**src/dva_pkg.sv**
```systemverilog
package dva_pkg;

  // Wavetable depth default
  localparam int DVA_TABLE_DEPTH = 256;

  // Item kinds
  localparam logic [1:0] FUNC_TICK        = 2'd0;
  localparam logic [1:0] FUNC_NOTE_ON     = 2'd1;
  localparam logic [1:0] FUNC_TABLE_WRITE = 2'd2;

  // Configuration port
  localparam int CFG_INDEX_W = 3;
  localparam int CFG_DATA_W  = 16;

  localparam logic [CFG_INDEX_W-1:0] REG_ATK_RATE  = 3'd0;
  localparam logic [CFG_INDEX_W-1:0] REG_DEC_RATE  = 3'd1;
  localparam logic [CFG_INDEX_W-1:0] REG_SUS_LEVEL = 3'd2;
  localparam logic [CFG_INDEX_W-1:0] REG_SUS_TICKS = 3'd3;
  localparam logic [CFG_INDEX_W-1:0] REG_REL_RATE  = 3'd4;

  // Register reset values
  localparam logic [7:0]  ATK_RATE_RST  = 8'd8;
  localparam logic [7:0]  DEC_RATE_RST  = 8'd50;
  localparam logic [4:0]  SUS_LEVEL_RST = 5'd20;
  localparam logic [15:0] SUS_TICKS_RST = 16'd2000;
  localparam logic [10:0] REL_RATE_RST  = 11'd200;

  localparam logic [4:0] VOL_MAX = 5'd31;

  // Derived stage boundaries for the reset register values
  localparam int ATK_TIME_RST_I  = 8 * 31;
  localparam int DEC_TIME_RST_I  = ATK_TIME_RST_I + (31 - 20) * 50;
  localparam int REL_START_RST_I = DEC_TIME_RST_I + 2000;
  localparam logic [12:0] ATK_TIME_RST  = 13'(ATK_TIME_RST_I);
  localparam logic [13:0] DEC_TIME_RST  = 14'(DEC_TIME_RST_I);
  localparam logic [16:0] REL_START_RST = 17'(REL_START_RST_I);

  // Channel payloads
  typedef struct packed {
    logic [1:0]        func;
    logic [15:0]       tuning_word;
    logic [7:0]        table_index;
    logic signed [7:0] table_value;
  } in_item_t;

  typedef struct packed {
    logic [7:0] pwm_value;
    logic [4:0] volume_level;
    logic       envelope_active;
  } out_item_t;

  // Envelope control and status
  typedef struct packed {
    logic tick;
    logic note_on;
  } env_ctrl_t;

  typedef struct packed {
    logic [4:0] volume;
    logic       active;
  } env_status_t;

endpackage

```
**src/dva_envelope.sv**
```systemverilog
module dva_envelope import dva_pkg::*; (
  input  logic                   clk,
  input  logic                   rst,
  input  env_ctrl_t              ctrl,
  input  logic                   cfg_we,
  input  logic [CFG_INDEX_W-1:0] cfg_index,
  input  logic [CFG_DATA_W-1:0]  cfg_wdata,
  output env_status_t            status,
  output env_status_t            status_next
);

  logic [7:0]  atk_rate, atk_rate_next;
  logic [7:0]  dec_rate, dec_rate_next;
  logic [4:0]  sus_level, sus_level_next;
  logic [15:0] sus_ticks, sus_ticks_next;
  logic [10:0] rel_rate, rel_rate_next;

  logic [12:0] atk_time, atk_time_next;
  logic [13:0] dec_time, dec_time_next;
  logic [16:0] rel_start, rel_start_next;
  logic [4:0]  sl_gap;
  logic [12:0] decay_span;

  logic [4:0]  volume;
  logic [15:0] clock;

  logic [15:0]        clock_inc;
  logic [12:0]        attack_lim;
  logic [4:0]         vol_gap;
  logic [12:0]        decay_lim;
  logic signed [5:0]  rel_gap;
  logic signed [17:0] release_lim;
  logic [15:0]        decay_age;
  logic [16:0]        release_age;
  logic               release_due;
  logic [4:0]         vol_step;
  logic [15:0]        clock_step;

  // Register write decode
  always_comb begin
    atk_rate_next  = atk_rate;
    dec_rate_next  = dec_rate;
    sus_level_next = sus_level;
    sus_ticks_next = sus_ticks;
    rel_rate_next  = rel_rate;
    if (cfg_we) begin
      unique case (cfg_index)
        REG_ATK_RATE:  atk_rate_next  = cfg_wdata[7:0];
        REG_DEC_RATE:  dec_rate_next  = cfg_wdata[7:0];
        REG_SUS_LEVEL: sus_level_next = cfg_wdata[4:0];
        REG_SUS_TICKS: sus_ticks_next = cfg_wdata[15:0];
        REG_REL_RATE:  rel_rate_next  = cfg_wdata[10:0];
        default: ;
      endcase
    end
  end

  // Stage boundaries follow the registers, so they are ready at the next edge
  assign sl_gap         = VOL_MAX - sus_level_next;
  assign decay_span     = sl_gap * dec_rate_next;
  assign atk_time_next  = {atk_rate_next, 5'b0} - {5'b0, atk_rate_next};
  assign dec_time_next  = {1'b0, atk_time_next} + {1'b0, decay_span};
  assign rel_start_next = {3'b0, dec_time_next} + {1'b0, sus_ticks_next};

  // Per-tick step terms
  assign clock_inc   = clock + 16'd1;
  assign attack_lim  = atk_rate * volume;
  assign vol_gap     = VOL_MAX - volume;
  assign decay_lim   = vol_gap * dec_rate;
  assign rel_gap     = $signed({1'b0, sus_level}) - $signed({1'b0, volume});
  assign release_lim = rel_gap * $signed({1'b0, rel_rate});
  assign decay_age   = clock_inc - {3'b0, atk_time};
  assign release_age = {1'b0, clock_inc} - rel_start;
  assign release_due = $signed({2'b0, release_age}) > release_lim;

  // Attack, decay, sustain and release rules
  always_comb begin
    vol_step   = volume;
    clock_step = clock;
    if (clock != 16'd0) begin
      clock_step = clock_inc;
      if (clock_inc < {3'b0, atk_time}) begin
        if (clock_inc > {3'b0, attack_lim} && volume != VOL_MAX) begin
          vol_step = volume + 5'd1;
        end
      end else if (clock_inc < {2'b0, dec_time}) begin
        if (decay_age > {3'b0, decay_lim} && volume > sus_level) begin
          vol_step = volume - 5'd1;
        end
      end else if ({1'b0, clock_inc} > rel_start) begin
        if (release_due) begin
          if (volume != 5'd0) begin
            vol_step = volume - 5'd1;
          end else begin
            clock_step = 16'd0;
          end
        end
      end
    end
  end

  assign status      = '{volume: volume, active: (clock != 16'd0)};
  assign status_next = '{volume: vol_step, active: (clock_step != 16'd0)};

  // Registers and envelope state
  always_ff @(posedge clk) begin
    if (rst) begin
      atk_rate  <= ATK_RATE_RST;
      dec_rate  <= DEC_RATE_RST;
      sus_level <= SUS_LEVEL_RST;
      sus_ticks <= SUS_TICKS_RST;
      rel_rate  <= REL_RATE_RST;
      atk_time  <= ATK_TIME_RST;
      dec_time  <= DEC_TIME_RST;
      rel_start <= REL_START_RST;
      volume    <= 5'd0;
      clock     <= 16'd0;
    end else begin
      atk_rate  <= atk_rate_next;
      dec_rate  <= dec_rate_next;
      sus_level <= sus_level_next;
      sus_ticks <= sus_ticks_next;
      rel_rate  <= rel_rate_next;
      atk_time  <= atk_time_next;
      dec_time  <= dec_time_next;
      rel_start <= rel_start_next;
      if (ctrl.tick) begin
        volume <= vol_step;
        clock  <= clock_step;
      end else if (ctrl.note_on && clock == 16'd0) begin
        clock <= 16'd1;
      end
    end
  end

endmodule

```
**config.mk**
```make
export PLATFORM = sky130hd
export DESIGN_NAME = dva_envelope
export DESIGN_NICKNAME = d
export VERILOG_FILES = /design/src/dva_pkg.sv /design/src/dva_envelope.sv
export SDC_FILE = /design/constraint.sdc
export NUM_CORES = 1
export LEC_CHECK = 0
export BUFFER_PORTS_ARGS = -buffer_cell sky130_fd_sc_hd__buf_4
export CAP_MARGIN = 5
export CORE_AREA = 2 2 153 155
export DETAILED_ROUTE_END_ITERATION = 12
export DIE_AREA = 0 0 155 157
export PLACE_DENSITY = 0.82
export SETUP_SLACK_MARGIN = 0.1
export SLEW_MARGIN = 30
export SYNTH_ARGS = -nofsm -noshare
export SYNTH_HDL_FRONTEND = slang
export SYNTH_SLANG_ARGS = --single-unit
```
**constraint.sdc**
```tcl
create_clock -name clk -period 18.7 [get_ports clk]
set_input_delay 0.935 -clock clk [delete_from_list [all_inputs] [get_ports clk]]
set_output_delay 0.935 -clock clk [all_outputs]
set_load 0.05 [all_outputs]
```
==> run metrics <==
Critical Path Most Common Cell=fa_1; Max Fclk=about 91 MHz; pin count of the biggest net entering global routing=roughly 110; dpl hpwl=~30000 um; via count=roughly 12000; ANT cells=0; Die W=155 um; fin crit share=58.7%; critical path arrival=between 10 and 15 ns; setup TNS=0 ns; Final WS setup=roughly 7.7 ns; CP peak stage delay=0.80 ns; Power per Cell Area=~77 nW/um^2; Slew HR=37.7%; Syn Inst Count=1738; Yosys cell types=81; Final ANT Viol Nets=0; final WL=37800 um; Placement Setup Slack=a little over 8 ns; final number of hold-violating endpoints=0; Worst EP required=~18 ns; worst hold margin=0.548 ns; Avg Synthesized Cell Area=between 8 and 9 sq um; RSZ-0062 raised after global routing=no; CTS tree=done; Ys Warns=0; initial antenna violation count=1; sequential area share after synthesis=between 10% and 20%; first-pass GRT wire length=around 60000 um; Pwr Total=about 1.2 mW; share of layout cells above drive strength 1=roughly 7.4%; gp weighted congestion=1.02; I/O Buffers=35; Max clock buf depth=2; GRT Overall Usage=between 30% and 40%; Startpoint Class=register; max-slew violation count=0; # Max-Cap Violations=0; Post-synth EDFFs=0; htree depth=3; clock root cell=clkbuf_16; total die area=between 20000 and 25000 sq um; Final Skew=0.0147 ns; Leakage Power=about 7.6 nW; type of the worst min-delay path=reg -> reg; mean routed wirelength per cell=18.6 um; effective utilization at floorplan=between 60% and 70%; Cell Area, Synth=around 15000 sq um; # hold bufs at CTS=0; IO Pins=36; post-DR vias/cell=just over 6; Seq cells post-synth=about 110; maximum fanout along the worst path=23; status=finished, final reports clean; Post-synth ARST share=0%; most frequent cells in the layout=inv_1 (218), ha_1 (218), nand2_1 (152), dfxtp_1 (112), nor2_1 (108); clock-pin slew on the worst setup and hold paths=around 0.090 ns; Worst Tran Pin Value=around 0.93 ns; final setup vio count=0; vias in the first global route=between 10000 and 15000; Crit. End Element=output pin; Syn Nets=between 2000 and 2500; post-layout net count=roughly 2100; DRC Markers=0; Initial DRC Count=approximately 1200; placed insts=~2000; Critical Path Slowest Stage Cell=dfxtp_1; Final Non-Filler Cells=~2000; TritonRoute pass-1 iters=6; total CTS buffers=9; critical path class=reg -> out; Final Critical Period=between 10 and 15 ns; Gates resized, CTS repair=0; Congestion Overflow GR=0; chip height=between 150 and 200 um; CTS sink cnt=roughly 110; top_reg_cell synth=dfxtp_1; Clock Latency Late Sink=between 0.3 and 0.4 ns; filler instances=between 1500 and 2000; Setup Buffers After CTS=0; Layout area overhead=5.54%; Core ar.=roughly 23000 sq um; VDD IR max=0.000113 V; num rows=55
## cells by family after synthesis
kind of cell | Yosys count | share of synthesized area, %
AOI/OAI and AO/OA | 299 | 13.7
xor gates and xnor gates | 98 | 5.98
adders and majority gates | 324 | 33.2
buffers and inverters | 273 | 7.26
DFF | 112 | 15.4
muxes | 54 | 3.90
and+or+nand+nor | 578 | 20.6
## worst paths after layout
| check | slack (ns) | from | cells past startpoint | endpoint |
|---|---|---|---|---|
| worst min register to register | 0.55 | rel_rate[4]$_SDFFE_PP0P_ | 2 | rel_rate[4]$_SDFFE_PP0P_ |
| worst max-delay path | 7.72 | volume[1]$_SDFFE_PP0P_ | 34 | status_next[4] |
| worst max register to register | 9.13 | volume[1]$_SDFFE_PP0P_ | 33 | clock[13]$_SDFFE_PP0P_ |
| worst min-delay path | 0.55 | rel_rate[4]$_SDFFE_PP0P_ | 2 | rel_rate[4]$_SDFFE_PP0P_ |
## cell usage after synthesis (9+ instances only)
library cell,n,area [sq um]
a21oi_1,88,440
mux2_2,22,248
nand2_1,152,571
a211oi_1,16,120
nor3_1,32,160
nor4_1,9,56.3
xnor2_1,55,482
clkbuf_1,35,131
nand2b_1,31,194
and3_1,11,68.8
o21a_1,17,128
xor2_1,41,359
dfxtp_1,112,2240
o21ai_0,55,275
nor2b_1,62,388
a21o_1,33,248
o21bai_1,12,90.1
and2_1,55,344
nor2_1,108,405
inv_1,218,818
or2_2,26,163
fa_1,106,2120
nand3_1,38,190
mux2i_1,31,310
ha_1,218,2730
buf_2,10,50.1
nand4_1,17,106
## where the power goes
part           internal, mW  switching (mW)
sequential            0.263          0.0156
clock                0.0994           0.113
combinational         0.286           0.410
total                 0.648           0.539
## cell type report
| cell class | count | area, sq um | area share (%) |
|---|---|---|---|
| Inverter | 221 | 830 | 5.39 |
| Clock inverter | 7 | 93.8 | 0.609 |
| Clock buffer | 9 | 225 | 1.46 |
| Timing Repair Buffer | 44 | 334 | 2.17 |
| Tap cell | 285 | 357 | 2.32 |
| Multi-Input combinational cell | 1353 | 11300 | 73.5 |
| Sequential cell | 112 | 2240 | 14.6 |
## flip-flops by register name, indices dropped and copies added (netlist names)
name and count:
atk_rate 8, clock 16, atk_time 12, sus_ticks 16, dec_rate 8, rel_rate 11, volume 5, dec_time 14
rel_start 17, sus_level 5
## critical path: cells and delay by family (launching register included)
kind	cells	cell delay (ns)
fa+ha+maj	7	3.34
compound gates	13	2.79
simple gates	7	1.30
flops	1	0.80
buf+inv	5	0.77
xor+xnor	2	0.67
## per-layer routing
layer / share of wire, % / vias to the layer above / track usage (%)
met2: 47 / 506 / 52.2
li1: - / 5872 / -
met4: 3.5 / 2 / 11.1
met5: 0.034 / - / 0
met3: 7.8 / 103 / 4.63
met1: 42 / 5869 / 41.7
## per-stage QoR
stage,cell area [sq um],utilization (%)
5_1_grt,15400,68.5
6_report,15400,68.5
3_5_place_dp,15100,67.0
4_1_cts,15400,68.4
3_3_place_gp,15100,67.0
2_1_floorplan,14600,-
Note: power is estimated with default switching activity, not from simulation.
